$ cat src/sv/ttlb_ram.sv
`default_nettype none
module ttlb_ram #(
  parameter int WIDTH = 8,
  parameter int DEPTH = 16,
  localparam int AW = (DEPTH > 1) ? $clog2(DEPTH) : 1
) (
  input  wire logic             clk,
  input  wire logic             wr_en,
  input  wire logic [AW-1:0]    wr_addr,
  input  wire logic [WIDTH-1:0] wr_data,
  input  wire logic             rd_en,
  input  wire logic [AW-1:0]    rd_addr,
  output logic      [WIDTH-1:0] rd_data
);

  logic [WIDTH-1:0] mem_r [DEPTH];
  logic [WIDTH-1:0] rd_data_r;

  always_ff @(posedge clk) begin
    if (wr_en) begin
      mem_r[wr_addr] <= wr_data;
    end
    if (rd_en) begin
      rd_data_r <= mem_r[rd_addr];
    end
  end

  assign rd_data = rd_data_r;

endmodule
`default_nettype wire

$ cat config.mk
export PLATFORM = sky130hd
export DESIGN_NAME = ttlb_ram
export DESIGN_NICKNAME = d
export VERILOG_FILES = /design/src/sv/ttlb_ram.sv
export SDC_FILE = /design/constraint.sdc
export NUM_CORES = 1
export LEC_CHECK = 0
export ABC_AREA = 1
export BUFFER_PORTS_ARGS = -buffer_cell sky130_fd_sc_hd__buf_2
export CORE_ASPECT_RATIO = 1.2
export CORE_MARGIN = 1
export CORE_UTILIZATION = 60
export DETAILED_ROUTE_END_ITERATION = 10
export GPL_TIMING_DRIVEN = 0
export PLACE_DENSITY = 0.88
export RECOVER_POWER = 100
export SYNTH_ARGS = -nofsm -noshare
export SYNTH_HDL_FRONTEND = slang
export SYNTH_SLANG_ARGS = --single-unit
$ cat constraint.sdc
create_clock -name clk -period 1.2 [get_ports clk]
set_input_delay 0.12 -clock clk [delete_from_list [all_inputs] [get_ports clk]]
set_output_delay 0.12 -clock clk [all_outputs]
set_load 0.02 [all_outputs]
* Yosys cells after proc, flatten, opt, wreduce, memory -nomap -nowiden
Memory sizes are Yosys's and may differ from the RTL's. A register that Yosys moved wholly into a read port is not among the register bits. Cells that the tools add are included.
Storage, ports and cells: register bits 0, memory bits (writable) 128, input port bits 19, output and inout bits 8, memories kept 1
Memory list:
- mem_r | words 16, width 8, read ports 1, clocked after Yosys merged registers in 1, wr ports 1, RTL line 16 | logic [WIDTH-1:0] mem_r [DEPTH];
Operators by class: muxes and demuxes 2
Operators by type and width (number):
- $mux W1 | 2

* Longest topological paths before layout
depth in word-level cells 2, mapped depth 8, depth with buffers taken out 7

* Worst setup path after synthesis
Ideal clock, no wire load.
kind input-to-reg, start input wr_addr[2], end memory mem_r[10][0], enable pin, library setup time 0.370 ns, arrival time 0.701 ns, data required time 0.830 ns, setup slack 0.129 ns, stages on the path 2, buffers on the path 0, cell sequence nand3b_1 nor2_1
RTL lines:
- from (decl) | RTL line 9 | input wire logic [AW-1:0] wr_addr,
- to (decl) | RTL line 16
No word-level cell before the write port.

==> metrics.md <==
| Metric | Value |
|---|---|
| Critical path fanouts, max | 1 |
| Layout area overhead | 14.2% |
| Register area share after synthesis | 69.8% |
| Vias | 4,108 |
| Reg2reg setup slack | between 0.002 and 0.003 ns |
| Worst Reg2Reg Path Length in Cells | 6 |
| Placed cell area | approximately 0.0061 mm^2 |
| Max IR drop VDD | 1.16 mV |
| Via/cell ratio | around 5.6 |
| Drt pass-1 iters | 6 |
| CP startpoint kind | flop |
| Critical path's top delay family | simple AND/OR/NAND/NOR gates |
| Final Skew | 0.00428 ns |
| Total core area | 0.00952 mm^2 |
| Most area-consuming cells after synthesis | edfxtp_1, nand2_1, nand3_1 |
| Clk buf depth | 2 |
| Largest net degree at the start of global routing | 17 |
| Max-cap violations | 0 |
| Logic pwr share | 6.8% |
| Clock slew at reported path FFs | 0.06 ns |
| P_sw | 2.51 mW |
| Die area | between 0.01 and 0.015 mm^2 |
| Critical path's most frequent cell | nand3_1 |
| Filler cells | 649 |
| Post-layout min period | about 1.2 ns |
| Outcome | complete, no violations |
| Setup crit end kind | flop |
| Total Routed Length | about 14 mm |
| Slew Viols, Final | 0 |
| Worst Setup SP | mem_r[1][7]$_DFFE_PP_ |
| Register area | 0.00408 mm^2 |
| Type of the tightest min-delay check | input port to flop |
| Layout cells sized above 1 | a little under an eighth |
| Syn avg cell area | 10.6 um^2 |
| Cts hold-fix bufs | 0 |
| Area occupied by multi-input gates | 0.00126 mm^2 |
| Vias in the first global route | 3,963 |
| Worst-Margin Slew | 1.04 ns |
| Fin nets | 612 |
| Headroom to the max-slew limit | 30.7% |
| Total power | 10.7 mW |
| YS warnings | 0 |
| Crit path DAT | 1.36 ns |
| Initial Util | 61.4% |
| RSZ-0062 raised after global routing | yes |
| Final worst-path cycle share | 99.8% |
| Hold path startpoint | rd_en |
| Fin. Hold Viols | 0 |
| Top_reg_cell synth | edfxtp_1 |
| Root Buffer | clkbuf_16 |
| Top cell type's share of synthesized area | 69.8% |
| Critical path destination | rd_data[7]$_DFFE_PP_ |
| FF-to-FF Start | mem_r[1][7]$_DFFE_PP_ |
| Die Span Y | 110 um |
| Sequential share of power | about half |
| Drt wl/cell | 19.3 um |
| Register bit total from synthesis | 136 |
| Critical Path, Cell by Cell | inv_1 -> nand2_1 -> nand3_1 -> nand3_1 -> nand3_1 -> nand2_1 |
| Clk Latency, worst-skew pair | between 0.4 and 0.5 ns |
| Standby leakage power | 2.84 nW |
| CP required | 1.37 ns |
| First-pass GRT wire length | about 21 mm |
| ANT nets after route | 0 |
| Stages on worst setup path | 6 |
| XOR/XNOR share of the synthesized area | 0% |
| Antenna violations before repair | 0 |
| Synth Instances | roughly 550 |
| Row cnt | 39 |
| Cell variety after synth | 11 |
| Fraction of registers with async set/reset | 0% |
| Cts bufs inserted | 17 |
| Final Wtd Congestion | 0.882 |
| Clk pwr share | 42.9% |
| Clock sinks | 136 |
| EDFF count, synth | roughly 140 |
| Compound-gate portion of the synthesized area | 0% |
| Main combinational cell family by area after synthesis | simple AND/OR/NAND/NOR gates |
| DIE WIDTH | 92.1 um |
| Port Buffer Count | 23 |
| Max frequency | 835 MHz |
| PD cells | 1600 mW/mm^2 |
| GRT overflow | 0 |
| CTS tree | built |
| Post-Synth Simple-Gate Area | 20.8% |
| Syn nets | 570 |
| FF-to-FF End | rd_data[7]$_DFFE_PP_ |
| CP bufs+invs | 1 |
| Final setup fails | 0 |
| CTS H-tree lvls | 4 |
| Diodes inserted | 0 |
| Sw Ratio | about a quarter |
| I/O pin cnt | 27 |
| Crit path kind | flop to flop |
| Adder-Cell Fraction of Synth Area | 0% |
| Top cells by count, synth | nand2_1, edfxtp_1, inv_1, nand3_1, nor2_1 |
| Slowest CP cell | edfxtp_1 |
| Most frequent cell after synthesis | nand2_1 |
| # DRC | 0 |
| Max incr delay on CP | about 0.38 ns |
| Global router's overall resource usage | 29.2% |
| HPWL Detailed | 9.01 mm |
| Cell area after layout | 0.00668 mm^2 |
| Drt initial violations | 630 |
| Mapped cell area | 0.00585 mm^2 |
| Top cell type by total area after synthesis | edfxtp_1 |
| P_int | 8.19 mW |
| Mux contribution to synthesized area | 0% |
-- logic make-up (layout without fill, tap and decap cells) --
group / Yosys count / count (layout)
and+or+nand+nor: 289 / 289
DFF: 136 / 136
buffers and inverters: 126 / 181
-- how the worst min path moves through the flow --
stage                     cells after the start                     to  slack (ns)
after floorplan                               0  mem_r[0][0]$_DFFE_PP_        0.22
after global placement                        1   rd_data[4]$_DFFE_PP_        0.45
after detailed placement                      1   rd_data[4]$_DFFE_PP_        0.47
after CTS                                     1   rd_data[4]$_DFFE_PP_        0.04
after global routing                          1   rd_data[2]$_DFFE_PP_        0.16
final                                         1   rd_data[3]$_DFFE_PP_        0.14
-- final cells by class --
cell class              instances  area share (%)
plain buffers                  24            2.49
repair buffers                 23            1.41
inverters                     102            5.74
well taps                     123            2.31
multi-input cells             289            18.9
flip-flops and latches        136            61.2
clock buffers                  18            6.43
clock inverters                14            1.56
-- cells in the final DEF, fill, tap and decap left out --
master	n
nand2_1	172
clkinvlp_4	5
clkinv_1	1
nand3b_1	2
nand3_1	88
edfxtp_1	136
inv_1	100
inv_6	2
buf_2	18
clkinv_4	4
buf_4	4
inv_2	2
nand3_2	9
nor2_1	17
clkbuf_16	17
nand2_2	1
clkinv_2	2
clkbuf_2	1
buf_6	6
clkbuf_1	18
buf_1	1
-- through the flow --
stage	utilization, %	cells	hold WS (ns)	setup TNS, ns	worst slack, ns
after floorplan	-	551	0.219	0	0.129
after global placement	64.3	697	0.446	-28.29	-0.299
after detailed placement	64.3	697	0.469	-34.61	-0.405
after CTS	69.9	729	0.0442	0	0.0258
after global routing	70.2	729	0.158	-0.00861	-0.00506
final	70.2	729	0.136	0	0.00296
-- per-layer routing --
| metal | vias to the layer above | GRT usage, % | part of all wire (%) |
|---|---|---|---|
| met5 | - | 0 | 0 |
| met4 | 0 | 13.5 | 3.3 |
| met3 | 40 | 6.72 | 10 |
| met2 | 294 | 47.3 | 49 |
| met1 | 1908 | 38.1 | 37 |
| li1 | 1866 | - | - |
-- sequential cells by signal, summed over array words and instances (netlist names) --
signal   flops
rd_data      8
mem_r      128
-- power by group through the flow --
stage | Combinational (mW) | Clock (mW) | Sequential, mW
6_report | 0.724 | 4.59 | 5.38
5_1_grt | 0.780 | 4.79 | 5.39
4_1_cts | 0.701 | 4.60 | 5.38
3_5_place_dp | 0.696 | 0 | 5.48
3_3_place_gp | 0.666 | 0 | 5.47
2_1_floorplan | 0.375 | 0 | 5.50
-- timing repair --
action	in CTS	in global routing
endpoints found under the hold margin	0	0
setup endpoints to repair	0	5
resized for setup	0	10
setup buffers	0	0
No activity file was read; power rests on OpenSTA's default activity.
