$ cat config.mk
export PLATFORM = sky130hd
export DESIGN_NAME = ttlb_upd
export DESIGN_NICKNAME = d
export VERILOG_FILES = /design/src/sv/ttlb_pkg.sv /design/src/sv/ttlb_upd.sv
export SDC_FILE = /design/constraint.sdc
export NUM_CORES = 1
export LEC_CHECK = 0
export BUFFER_PORTS_ARGS = -buffer_cell sky130_fd_sc_hd__buf_2
export CORE_AREA = 5 5 284 286
export DETAILED_ROUTE_END_ITERATION = 16
export DIE_AREA = 0 0 289 291
export GPL_ROUTABILITY_DRIVEN = 1
export PLACE_DENSITY_LB_ADDON = 0.12
export RECOVER_POWER = 50
export SLEW_MARGIN = 20
export SYNTH_ARGS = -nofsm -noshare
export SYNTH_HDL_FRONTEND = slang
export SYNTH_SLANG_ARGS = --single-unit
$ cat constraint.sdc
create_clock -name vclk -period 2.5
set_input_delay 0.125 -clock vclk [all_inputs]
set_output_delay 0.125 -clock vclk [all_outputs]
set_load 0.005 [all_outputs]
$ cat src/sv/ttlb_pkg.sv
`default_nettype none
package ttlb_pkg;

  localparam int SETS_DEF   = 64;
  localparam int PAGE_SHIFT = 12;
  localparam int VA_W       = 32;
  localparam int TAG_W      = VA_W - PAGE_SHIFT;
  localparam int OFF_W      = PAGE_SHIFT;
  localparam int SEG_W      = 24;
  localparam int PTE_W      = 32;

  // lower pte word bits
  localparam int PTE_C_BIT  = 7;
  localparam int PTE_W_BIT  = 6;
  localparam int PTE_I_BIT  = 5;

  localparam int IN_TDATA_W  = VA_W + SEG_W + PTE_W;
  localparam int IN_TUSER_W  = 5;
  localparam int OUT_TDATA_W = 40;
  localparam int OUT_TUSER_W = 2;

  typedef enum logic [1:0] {
    ACT_LOOKUP = 2'd0,
    ACT_FILL   = 2'd1,
    ACT_INVAL  = 2'd2,
    ACT_NOP    = 2'd3
  } action_t;

  typedef enum logic [2:0] {
    KIND_READ   = 3'd0,
    KIND_WRITE  = 3'd1,
    KIND_FETCH  = 3'd2,
    KIND_DPROBE = 3'd3,
    KIND_IPROBE = 3'd4
  } kind_t;

  typedef enum logic [1:0] {
    OUT_HIT      = 2'd0,
    OUT_UPDATE_C = 2'd1,
    OUT_MISS     = 2'd2,
    OUT_DONE     = 2'd3
  } outcome_t;

  typedef enum logic [1:0] {
    ST_CLEAR,
    ST_IDLE,
    ST_READ,
    ST_WRITE
  } state_t;

  typedef struct packed {
    logic             valid;
    logic [TAG_W-1:0] tag;
    logic [SEG_W-1:0] seg;
    logic [PTE_W-1:0] pte;
  } way_t;

  typedef struct packed {
    logic       recent;
    way_t [1:0] way;
  } tlb_t;

  // one memory row holds a set of both buffers: tlb[0] data, tlb[1] instruction
  typedef struct packed {
    tlb_t [1:0] tlb;
  } row_t;

  localparam int ROW_W = $bits(row_t);

  typedef struct packed {
    action_t          action;
    kind_t            kind;
    logic [TAG_W-1:0] tag;
    logic [OFF_W-1:0] off;
    logic [SEG_W-1:0] seg;
    logic [PTE_W-1:0] pte;
  } op_t;

  typedef struct packed {
    outcome_t        outcome;
    logic [VA_W-1:0] pa;
    logic            wti;
  } result_t;

endpackage
`default_nettype wire

$ cat src/sv/ttlb_upd.sv
`default_nettype none
module ttlb_upd (
  input  wire ttlb_pkg::op_t     op_i,
  input  wire ttlb_pkg::row_t    row_i,
  output ttlb_pkg::row_t         row_o,
  output ttlb_pkg::result_t      res_o
);

  logic                       bsel;
  logic                       probe;
  logic                       hit0;
  logic                       hit1;
  logic                       hway;
  logic                       victim;
  logic [ttlb_pkg::PTE_W-1:0] hit_pte;

  assign bsel  = (op_i.kind == ttlb_pkg::KIND_FETCH) || (op_i.kind == ttlb_pkg::KIND_IPROBE);
  assign probe = (op_i.kind == ttlb_pkg::KIND_DPROBE) || (op_i.kind == ttlb_pkg::KIND_IPROBE);

  assign hit0 = row_i.tlb[bsel].way[0].valid && (row_i.tlb[bsel].way[0].tag == op_i.tag) &&
                (row_i.tlb[bsel].way[0].seg == op_i.seg);
  assign hit1 = row_i.tlb[bsel].way[1].valid && (row_i.tlb[bsel].way[1].tag == op_i.tag) &&
                (row_i.tlb[bsel].way[1].seg == op_i.seg);
  // way 0 wins when both match
  assign hway    = !hit0;
  assign hit_pte = row_i.tlb[bsel].way[hway].pte;

  // way 1 only when way 0 is valid and the recent bit points at way 0
  assign victim = !row_i.tlb[bsel].recent && row_i.tlb[bsel].way[0].valid;

  always_comb begin
    row_o         = row_i;
    res_o.outcome = ttlb_pkg::OUT_DONE;
    res_o.pa      = '0;
    res_o.wti     = 1'b0;
    unique case (op_i.action)
      ttlb_pkg::ACT_LOOKUP: begin
        res_o.outcome = ttlb_pkg::OUT_MISS;
        if (hit0 || hit1) begin
          if ((op_i.kind == ttlb_pkg::KIND_WRITE) && !hit_pte[ttlb_pkg::PTE_C_BIT]) begin
            row_o.tlb[bsel].way[hway].pte[ttlb_pkg::PTE_C_BIT] = 1'b1;
            res_o.outcome = ttlb_pkg::OUT_UPDATE_C;
          end else begin
            if (!probe) begin
              row_o.tlb[bsel].recent = hway;
            end
            res_o.outcome = ttlb_pkg::OUT_HIT;
            res_o.pa      = {hit_pte[ttlb_pkg::PTE_W-1:ttlb_pkg::PAGE_SHIFT], op_i.off};
            res_o.wti     = hit_pte[ttlb_pkg::PTE_W_BIT] | hit_pte[ttlb_pkg::PTE_I_BIT];
          end
        end
      end
      ttlb_pkg::ACT_FILL: begin
        if (!probe) begin
          row_o.tlb[bsel].recent            = victim;
          row_o.tlb[bsel].way[victim].valid = 1'b1;
          row_o.tlb[bsel].way[victim].tag   = op_i.tag;
          row_o.tlb[bsel].way[victim].seg   = op_i.seg;
          row_o.tlb[bsel].way[victim].pte   = op_i.pte;
        end
      end
      ttlb_pkg::ACT_INVAL: begin
        for (int b = 0; b < 2; b++) begin
          row_o.tlb[b].recent       = 1'b0;
          row_o.tlb[b].way[0].valid = 1'b0;
          row_o.tlb[b].way[1].valid = 1'b0;
        end
      end
      default: begin
      end
    endcase
  end

endmodule
`default_nettype wire

---- Word-level counts from Yosys, hierarchy flattened ----
Cells that the tools add are included.
cells by class
  reduce and logical (&&, ||, !) cells .... 16
  order comparisons ....................... 6
  muxes and demuxes ....................... 49
  bitwise operators ....................... 1
  equal/unequal tests ..................... 10
operators by type and width
  operator                                                               count
  310-bit bitwise mux                                                    7
  310-bit two-way mux                                                    4
  155-bit demux with 1-bit select                                        6
  154-bit two-way mux                                                    5
  76-bit case mux with 2 select lines                                    4
  155-bit two-way mux                                                    3
  77-bit demux with 1-bit select                                         5
  32-bit two-way mux                                                     3
  77-bit two-way mux                                                     1
  76-bit two-way mux                                                     1
  35-bit two-way mux                                                     2
  56-bit two-way mux                                                     1
  24-bit equality test                                                   2
  20-bit equality test                                                   2
  33-bit two-way mux                                                     1
  2-bit case mux with 3 select lines                                     2
  1-bit logical AND                                                      9
  8-bit two-way mux                                                      1
  3-bit by 2-bit equality test with 1-bit output, second input constant  2
  1-bit by 2-bit < comparator with 1-bit output, second input constant   3
  1-bit case mux with 3 select lines                                     2
  3-bit by 1-bit equality test with 1-bit output, second input constant  1
  3-bit equality test, second input constant                             1
  1-bit >= comparator, second input constant                             3
  7 further kinds                                                        11
word-level totals
  output and inout port bits .............. 345
  logic and storage cells ................. 82
  bits of input ports ..................... 403
  register bits after elaboration ......... 0

---- Depth between registers and ports, before layout ----
Gate-level depths: netlist of the first run.
  depth after elaboration ................. 18
  depth in mapped cells ................... 13
  gate-level depth less buffers ........... 8

---- Worst setup path before layout of the first run ----
No wires, ideal clock.
  kind .................................... input to output
  from .................................... input op_i[88] (netlist bit)
  to ...................................... output res_o[14] (netlist bit)
  arrival ................................. 2.697 ns
  slack ................................... -0.322 ns
  data required time ...................... 2.375 ns
  cell stages on the path ................. 12
  buffers on the path ..................... 4
  cell sequence ........................... buf_2 clkinv_1 buf_2 buf_2 o311ai_0 o21ai_0 a2111oi_0 nand4_1 nor4_4 buf_2 mux4_2 nor3b_1
RTL lines
  what             RTL line       text
  start, declared  ttlb_upd.sv:3  input wire ttlb_pkg::op_t op_i,
  end, declared    ttlb_upd.sv:6  output ttlb_pkg::result_t res_o

==> reports/metrics.cfg, run 1 <==
[yosys]
syn_inst=1123
syn_nets=1526
synthTopCellsByArea=mux2_2, o21ai_0, mux2i_1
avgSynthCellArea_sq_um=7.35
synth_cell_types=69
synth_warnings=0
syn-cell-area_sq_mm=0.00826
synth_top_area_share=0.366
synth-seq-area-share=0
yosys.area.top_type=mux2_2

[worst_setup_path]
worstPathRequired_ns=2.38
start_kind=primary input
cp_max_fo=15
critPathArrivalTime_ns=3.31
cp-end-kind=output port
critPathKind=primary input to output port

[finish]
drive_gt1_frac=0.730
seq_cell_count=0
final_nets=2601
regArea_sq_um=0
synthToLayoutAreaGrowth_pct=141
utilization=0.254
stdcell_count=3258
n_clock_buffer=0
final_cell_area_sq_mm=0.0199
num-fill-cells=8749

[flow_run]
max_cap_viol_count=0

[clocking]
cts_hold_buf=0

[timing]
setup_ws_ns=-0.935
finalCritPeriodShare=1.37
rsz0062_at_grt=yes
setup_viol_count_final=342
tns_ns=-127.09
worstMarginPinSlew_ns=0.668
min_period_ns=3.44
hold_slack_ns=0.543
maxSlewViolCount=0
maxSlewHeadroom=0.555
finalHoldViolations=0
fmax_mhz=291

[floorplan]
num_io_pins=748
die_h_um=291
die_w_um=289
fp-row-count=103
dieArea_sq_mm=0.0841
core_sq_mm=0.0781
initial_core_util=0.106

[grt]
grt_max_degree=37
overflow=0
grt_pass1_vias=14900
grt_pass1_wl_mm=122
antenna_found_initial=30
grt_usage=0.203

[detailed_routing]
routed_wl_mm=95.9
dr.pass1.iters=5
ant_nets=0
drt_iter0_markers=609
drc=0
vias=14100
avgViaCountPerCell=4.31
wl_per_cell_um=29.4

[placement]
placement.io_buffers=748
gp_congestion=0.911
place_inst=3141
post-place-ws_ns=-1.22
dpl.hpwl_mm=74.9
placed_area_sq_mm=0.0159

[power_and_ir_drop]
cell_internal_pwr_mw=1.91
p_comb_frac=1.000
seqPwrFrac=0
clockPowerShare=0
switching_power_mw=1.86
p_leak_nw=9.34
power_mw=3.77
ir_drop_mv=0.0567
powerDensity_mw_per_mm2=190
switching_share=0.494

[outcome]
violations=setup timing
status=finished with violations

[min_path]
holdCritPathClass=primary input to output port

## worst max-delay path: stages
cell	delay, ns
buf_12	0.12
buf_12	0.12
xnor2_4	0.14
buf_12	0.16
buf_12	0.15
o21ai_0	0.21
a21oi_1	0.16
nor4_2	0.29
nand4_1	0.17
or4_4	0.54
buf_12	0.17
buf_12	0.13
o31ai_4	0.17
buf_6	0.15
buf_8	0.13
o21bai_1	0.11
buf_4	0.15
buf_6	0.10
## layer usage
layer | part of all wire | vias up | GRT usage
met3 | 0.063 | 117 | 0.0347
met2 | 0.51 | 585 | 0.385
met4 | 0.024 | 16 | 0.0240
met1 | 0.41 | 6912 | 0.245
met5 | 0.0012 | - | 0
li1 | - | 6428 | -
## cells in the mapped netlist (all sizes together), types with 3 or more instances
master   instances
a22oi            6
mux2i           34
o211ai           9
nor2            20
mux2           269
mux4             7
or4              6
xor2            20
a32oi            3
nand2           71
a31oi            3
nand4           21
nand3           46
o22ai           11
nor2b           31
o221ai           7
o31ai            7
o2111ai         12
a2111oi          9
nor3            31
nand2b          45
a211oi           7
nor4            25
xnor2           23
buf             40
or3              9
nand3b           3
a221oi           3
inv             42
a222oi           3
a21boi           4
o21ai          104
nor3b           23
and3            23
clkbuf          64
a21oi           47
and2             4
## layout by cell type (no fill, tap or decap), types with 26 or more instances in the layout
cell,count
mux2i_1,30
buf_16,26
buf_6,142
a21oi_1,38
buf_12,53
nand2_1,57
buf_2,631
nor2b_1,31
o21ai_0,62
buf_4,297
nand2b_1,45
inv_1,40
mux2_4,101
mux2_2,168
nand3_1,42
## power groups by stage
stage | combinational (mW) | sequential [mW] | clock [mW]
6_report | 3.77 | 0 | 0.000000646
2_1_floorplan | 1.13 | 0 | 0
4_1_cts | 3.44 | 0 | 0
3_5_place_dp | 3.01 | 0 | 0
3_3_place_gp | 3.02 | 0 | 0
5_1_grt | 4.00 | 0 | 0.000000377
## area by class of cell
type               count  area, sq um  area share
inverters             43          178     0.00895
multi-input cells    978         9050       0.456
diodes                12         30.0     0.00151
well taps           1050         1310      0.0662
repair buffers      1175         9280       0.468
## what timing repair did
action | in CTS | in global routing
setup buffers | 30 | 40
setup endpoints to repair | 341 | 343
cloned | 23 | 20
endpoints found under the hold margin | 0 | 0
gates resized for setup | 199 | 367
pin swaps | 34 | 37
## path summary, 6_finish.rpt
kind,start,end,slack (ns),cells after the start
worst max-delay path,op_i[90],res_o[33],-0.94,18
worst min-delay path,row_i[236],row_o[236],0.54,3
## cells by family (layout without fill, tap and decap cells)
| kind of cell | after synthesis | count (layout) | synth area share |
|---|---|---|---|
| AND/OR/NAND/NOR | 369 | 371 | 0.257 |
| multiplexers | 310 | 310 | 0.427 |
| AO/OA/AOI/OAI | 254 | 254 | 0.195 |
| buffers and inverters | 147 | 1218 | 0.0738 |
| XOR/XNOR | 43 | 43 | 0.0465 |
| other | 0 | 12 | 0 |
No activity file was read; power rests on OpenSTA's default activity.
==> run 2, diff against run 1 <==
--- a/config.mk
+++ b/config.mk
@@ -10,7 +10,7 @@
 export DETAILED_ROUTE_END_ITERATION = 16
 export DIE_AREA = 0 0 289 291
 export GPL_ROUTABILITY_DRIVEN = 1
-export PLACE_DENSITY_LB_ADDON = 0.12
+export PLACE_DENSITY_LB_ADDON = 0.2
 export RECOVER_POWER = 50
 export SLEW_MARGIN = 20
 export SYNTH_ARGS = -nofsm -noshare
==> reports/metrics.cfg, run 2 (same netlist as run 1, synthesis figures left out) <==
[detailed_routing]
ant_nets=0  ; unchanged
routed_wl_mm=98.5  ; +2.8%
drc=0  ; unchanged
avgViaCountPerCell=4.43  ; +2.7%
wl_per_cell_um=29.9  ; +1.4%
vias=14600  ; +4.0%
dr.pass1.iters=7  ; +2
drt_iter0_markers=904  ; +48%

[timing]
worstMarginPinSlew_ns=0.744  ; +0.0764 ns
finalCritPeriodShare=1.43  ; +0.0537
min_period_ns=3.57  ; +0.134 ns
rsz0062_at_grt=yes
finalHoldViolations=0  ; unchanged
fmax_mhz=280  ; -3.8%
maxSlewHeadroom=0.501  ; -0.0539
tns_ns=-112.55  ; +14.55 ns
maxSlewViolCount=0  ; unchanged
setup_ws_ns=-1.07  ; -0.134 ns
setup_viol_count_final=338  ; -1.2%

[worst_setup_path]
cp_max_fo=9  ; -6
path_cells=buf_12, xor2_4, buf_12, buf_8, buf_6, a21boi_2, or3_4, buf_4, a211oi_2, nand4_1, or4_4, buf_12, o31ai_4, buf_12, buf_6, buf_8, nor3b_2, buf_2
max_stage_delay_ns=0.60  ; +0.06 ns
critPathKind=primary input to output port
crit_buf_inv=10  ; unchanged
critPathMostFrequentCell=buf_12
cp_slowest_cell=or4_4
worstPathRequired_ns=2.38  ; about the same
cp-end-kind=output port
start_kind=primary input
crit_family=buffers and inverters
critPathArrivalTime_ns=3.44  ; +0.13 ns

[floorplan]
num_io_pins=748  ; unchanged
initial_core_util=0.106  ; unchanged
core_sq_mm=0.0781  ; unchanged
dieArea_sq_mm=0.0841  ; unchanged
fp-row-count=103  ; unchanged
die_w_um=289  ; unchanged
die_h_um=291  ; unchanged

[finish]
num-fill-cells=8644  ; -1.2%
multi_input_area_sq_mm=0.00926  ; +2.4%
layout_commonest_cell=buf_2
layout_common_cells=buf_2, buf_4, buf_6, mux2_4, mux2_2
final_nets=2641  ; +1.5%
drive_gt1_frac=0.732  ; +0.00124
n_clock_buffer=0  ; unchanged
utilization=0.270  ; +0.0159
regArea_sq_um=0  ; unchanged
seq_cell_count=0  ; unchanged
synthToLayoutAreaGrowth_pct=156

[grt]
antenna_found_initial=18  ; -40%
grt_usage=0.201  ; -0.00216
overflow=0  ; unchanged
grt_pass1_wl_mm=121  ; -0.93%
grt_max_degree=37  ; unchanged
grt_pass1_vias=14600  ; -2.4%

[outcome]
violations=setup timing
status=finished with violations

[min_path]
holdCritPathClass=primary input to output port

[clocking]
cts_hold_buf=0  ; unchanged

[placement]
dpl.hpwl_mm=75.0  ; +0.12%
placement.io_buffers=748  ; unchanged
gp_congestion=0.936  ; +2.8%

[flow_run]
max_cap_viol_count=0  ; unchanged

-- run 2: cell count changes in the layout (fill, tap and decap cells not counted), sizes merged --
cell	before	now
buf	1162	1190
inv	41	42
bufbuf	0	3
clkinvlp	1	0
diode	12	14
clkbuf	13	22
-- run 2: area by class of cell --
cell class / count / area share
inverters: 43 / 0.00789
repair buffers: 1215 / 0.489
multi-input cells: 978 / 0.439
diodes: 14 / 0.00166
well taps: 1050 / 0.0623
-- run 2: metal layers --
layer,global-route usage,up-vias,wire length [um]
li1,-,6511,-
met1,0.271,7332,43500
met2,0.360,668,47800
met3,0.0226,104,5050
met4,0.0144,8,2140
met5,0,-,48
-- run 2: path summary, 6_finish.rpt --
check                 cells past startpoint  startpoint        to
worst max-delay path                     18    op_i[90]  res_o[2]
worst min-delay path                      3    row_i[4]  row_o[4]
-- run 2: timing repair --
action                     4_1_cts  5_1_grt
pin swaps                       20       31
setup buffers                   33       56
gates cloned                    20       30
setup endpoints to repair      343      343
resized for setup              100      674
-- run 2: stage by stage --
stage	std cells	setup WS [ns]	area, sq um	hold slack, ns
2_1_floorplan	1123	-0.0922	8480	0.354
3_3_place_gp	3171	-1.49	16000	0.545
3_5_place_dp	3171	-1.49	16000	0.543
4_1_cts	3222	-1.10	17300	0.545
5_1_grt	3287	-1.11	21100	0.552
6_report	3300	-1.07	21100	0.544
==> run 3, diff against run 2 <==
--- a/config.mk
+++ b/config.mk
@@ -6,9 +6,9 @@
 export NUM_CORES = 1
 export LEC_CHECK = 0
 export BUFFER_PORTS_ARGS = -buffer_cell sky130_fd_sc_hd__buf_2
-export CORE_AREA = 5 5 284 286
+export CORE_AREA = 2 2 290 292
 export DETAILED_ROUTE_END_ITERATION = 16
-export DIE_AREA = 0 0 289 291
+export DIE_AREA = 0 0 292 294
 export GPL_ROUTABILITY_DRIVEN = 1
 export PLACE_DENSITY_LB_ADDON = 0.2
 export RECOVER_POWER = 50
==> reports/metrics.cfg, run 3 (same netlist as run 1, synthesis figures left out) <==
[outcome]
status=finished with violations
violations=setup timing

[finish]
stdcell_count=3291  ; -0.27%
layout_commonest_cell=buf_2
seq_cell_count=0  ; unchanged
drive_gt1_frac=0.742  ; +0.0103
regArea_sq_um=0  ; unchanged
synthToLayoutAreaGrowth_pct=151
final_nets=2610  ; -1.2%
n_clock_buffer=0  ; unchanged
layout_common_cells=buf_2, buf_4, buf_6, mux2_4, mux2_2

[placement]
dpl.hpwl_mm=70.8  ; -5.5%
place_inst=3184  ; +0.41%
placement.io_buffers=748  ; unchanged
gp_congestion=0.933  ; -0.32%

[power_and_ir_drop]
cell_internal_pwr_mw=2.02
clockPowerShare=0
powerDensity_mw_per_mm2=189
switching_share=0.484
power_mw=3.91
switching_power_mw=1.89
seqPwrFrac=0
ir_drop_mv=0.0618
p_comb_frac=1.000
p_leak_nw=9.79

[timing]
fmax_mhz=298  ; +6.3%
rsz0062_at_grt=yes
setup_ws_ns=-0.859  ; +0.210 ns
setup_viol_count_final=341  ; +0.89%
maxSlewViolCount=0  ; unchanged
finalCritPeriodShare=1.34  ; -0.0840
finalHoldViolations=0  ; unchanged
worstMarginPinSlew_ns=0.706  ; -0.0380 ns
tns_ns=-92.00  ; +20.55 ns
min_period_ns=3.36  ; -0.210 ns
maxSlewHeadroom=0.517  ; +0.0161

[worst_setup_path]
cp.depth=17  ; -1
cp-startpoint=op_i[89]
cp_slowest_cell=or4_4
start_kind=primary input
cp-end-kind=output port
worstPathRequired_ns=2.38  ; about the same
crit_family=simple AND/OR/NAND/NOR gates
path_cells=buf_12, xor2_4, buf_6, nand2_8, buf_8, or3_4, a21oi_2, buf_4, nand4_1, or4_4, o31ai_4, buf_6, buf_12, buf_12, buf_12, nor3_2, buf_2
crit_buf_inv=9  ; -1
critPathMostFrequentCell=buf_12
critPathKind=primary input to output port
max_stage_delay_ns=0.63  ; +0.03 ns
critPathArrivalTime_ns=3.23  ; -0.21 ns
cp_max_fo=6  ; -3

[floorplan]
initial_core_util=0.0996  ; -0.00611
core_sq_mm=0.0829  ; +6.1%
die_h_um=294  ; +1.0%
dieArea_sq_mm=0.0858  ; +2.1%
fp-row-count=106  ; +2.9%
die_w_um=292  ; +1.0%
num_io_pins=748  ; unchanged

[min_path]
hold_depth=3  ; unchanged
holdCritPathClass=primary input to output port
hold_start=row_i[0]

[detailed_routing]
wl_per_cell_um=28.0  ; -6.2%
drt_iter0_markers=672  ; -26%
dr_wl_met3_mm=4.53  ; -10%
dr.pass1.iters=6  ; -1
top_layer_used=met5
routed_wl_mm=92.1  ; -6.5%
wl_met2_mm=44.6  ; -6.7%
ant_nets=0  ; unchanged
drc=0  ; unchanged
drt-met1-wl_mm=41.0  ; -5.7%
vias=14400  ; -1.9%
avgViaCountPerCell=4.36  ; -1.6%

[grt]
grt_pass1_wl_mm=113  ; -6.9%
overflow=0  ; unchanged
grt_max_degree=54  ; +46%
grt_pass1_vias=13900  ; -4.4%
grt_usage=0.185  ; -0.0161
antenna_found_initial=22  ; +4

[flow_run]
max_cap_viol_count=0  ; unchanged

[clocking]
cts_hold_buf=0  ; unchanged

## run 3: cell count changes in the layout (fill, tap and decap cells not counted), moves of 7 or more
cell | previous run | this run
mux2_4 | 186 | 178
buf_6 | 252 | 211
o21ai_2 | 24 | 15
mux2_2 | 82 | 91
nor3b_1 | 13 | 4
diode_2 | 14 | 6
clkbuf_16 | 22 | 15
nor3b_2 | 9 | 17
buf_2 | 541 | 562
## run 3: cell type report
type                            instances  area, sq um
Fill cell                            9132        62200
Multi-Input combinational cell        977         9440
Timing Repair Buffer                 1185         9740
Inverter                               43          166
Tap cell                             1080         1350
Antenna cell                            6         15.0
## run 3: per-layer routing
layer,global-route usage,vias to the layer above
met5,0,-
met4,0.0228,12
li1,-,6447
met1,0.251,7117
met3,0.0193,115
met2,0.323,661
## run 3: power by group through the flow
stage / logic [mW] / registers, mW / clock network (mW)
final: 3.91 / 0 / 0.000000163
after global routing: 4.12 / 0 / 0.0000000506
after CTS: 3.24 / 0 / 0
after detailed placement: 2.97 / 0 / 0
after global placement: 2.97 / 0 / 0
after floorplan: 1.13 / 0 / 0
## run 3: path summary, 6_finish.rpt
| check | endpoint | slack, ns |
|---|---|---|
| worst max-delay path | res_o[28] | -0.86 |
| worst min-delay path | row_o[0] | 0.54 |
## run 3: what timing repair did
item                                    in CTS  in global routing
buffers inserted                            33                 39
pin swaps                                   43                 37
endpoints found under the setup margin     343                342
gates resized for setup                    163                578
cloned                                      16                 20
## run 3: metrics by stage
step / area (sq um) / hold WS [ns] / setup slack [ns] / utilization
after global placement: 15900 / 0.541 / -1.32 / 0.192
after global routing: 20700 / 0.547 / -0.973 / 0.250
after CTS: 17500 / 0.543 / -0.932 / 0.211
after floorplan: 8480 / 0.354 / -0.0922 / -
final: 20700 / 0.538 / -0.859 / 0.250
after detailed placement: 15900 / 0.541 / -1.28 / 0.192
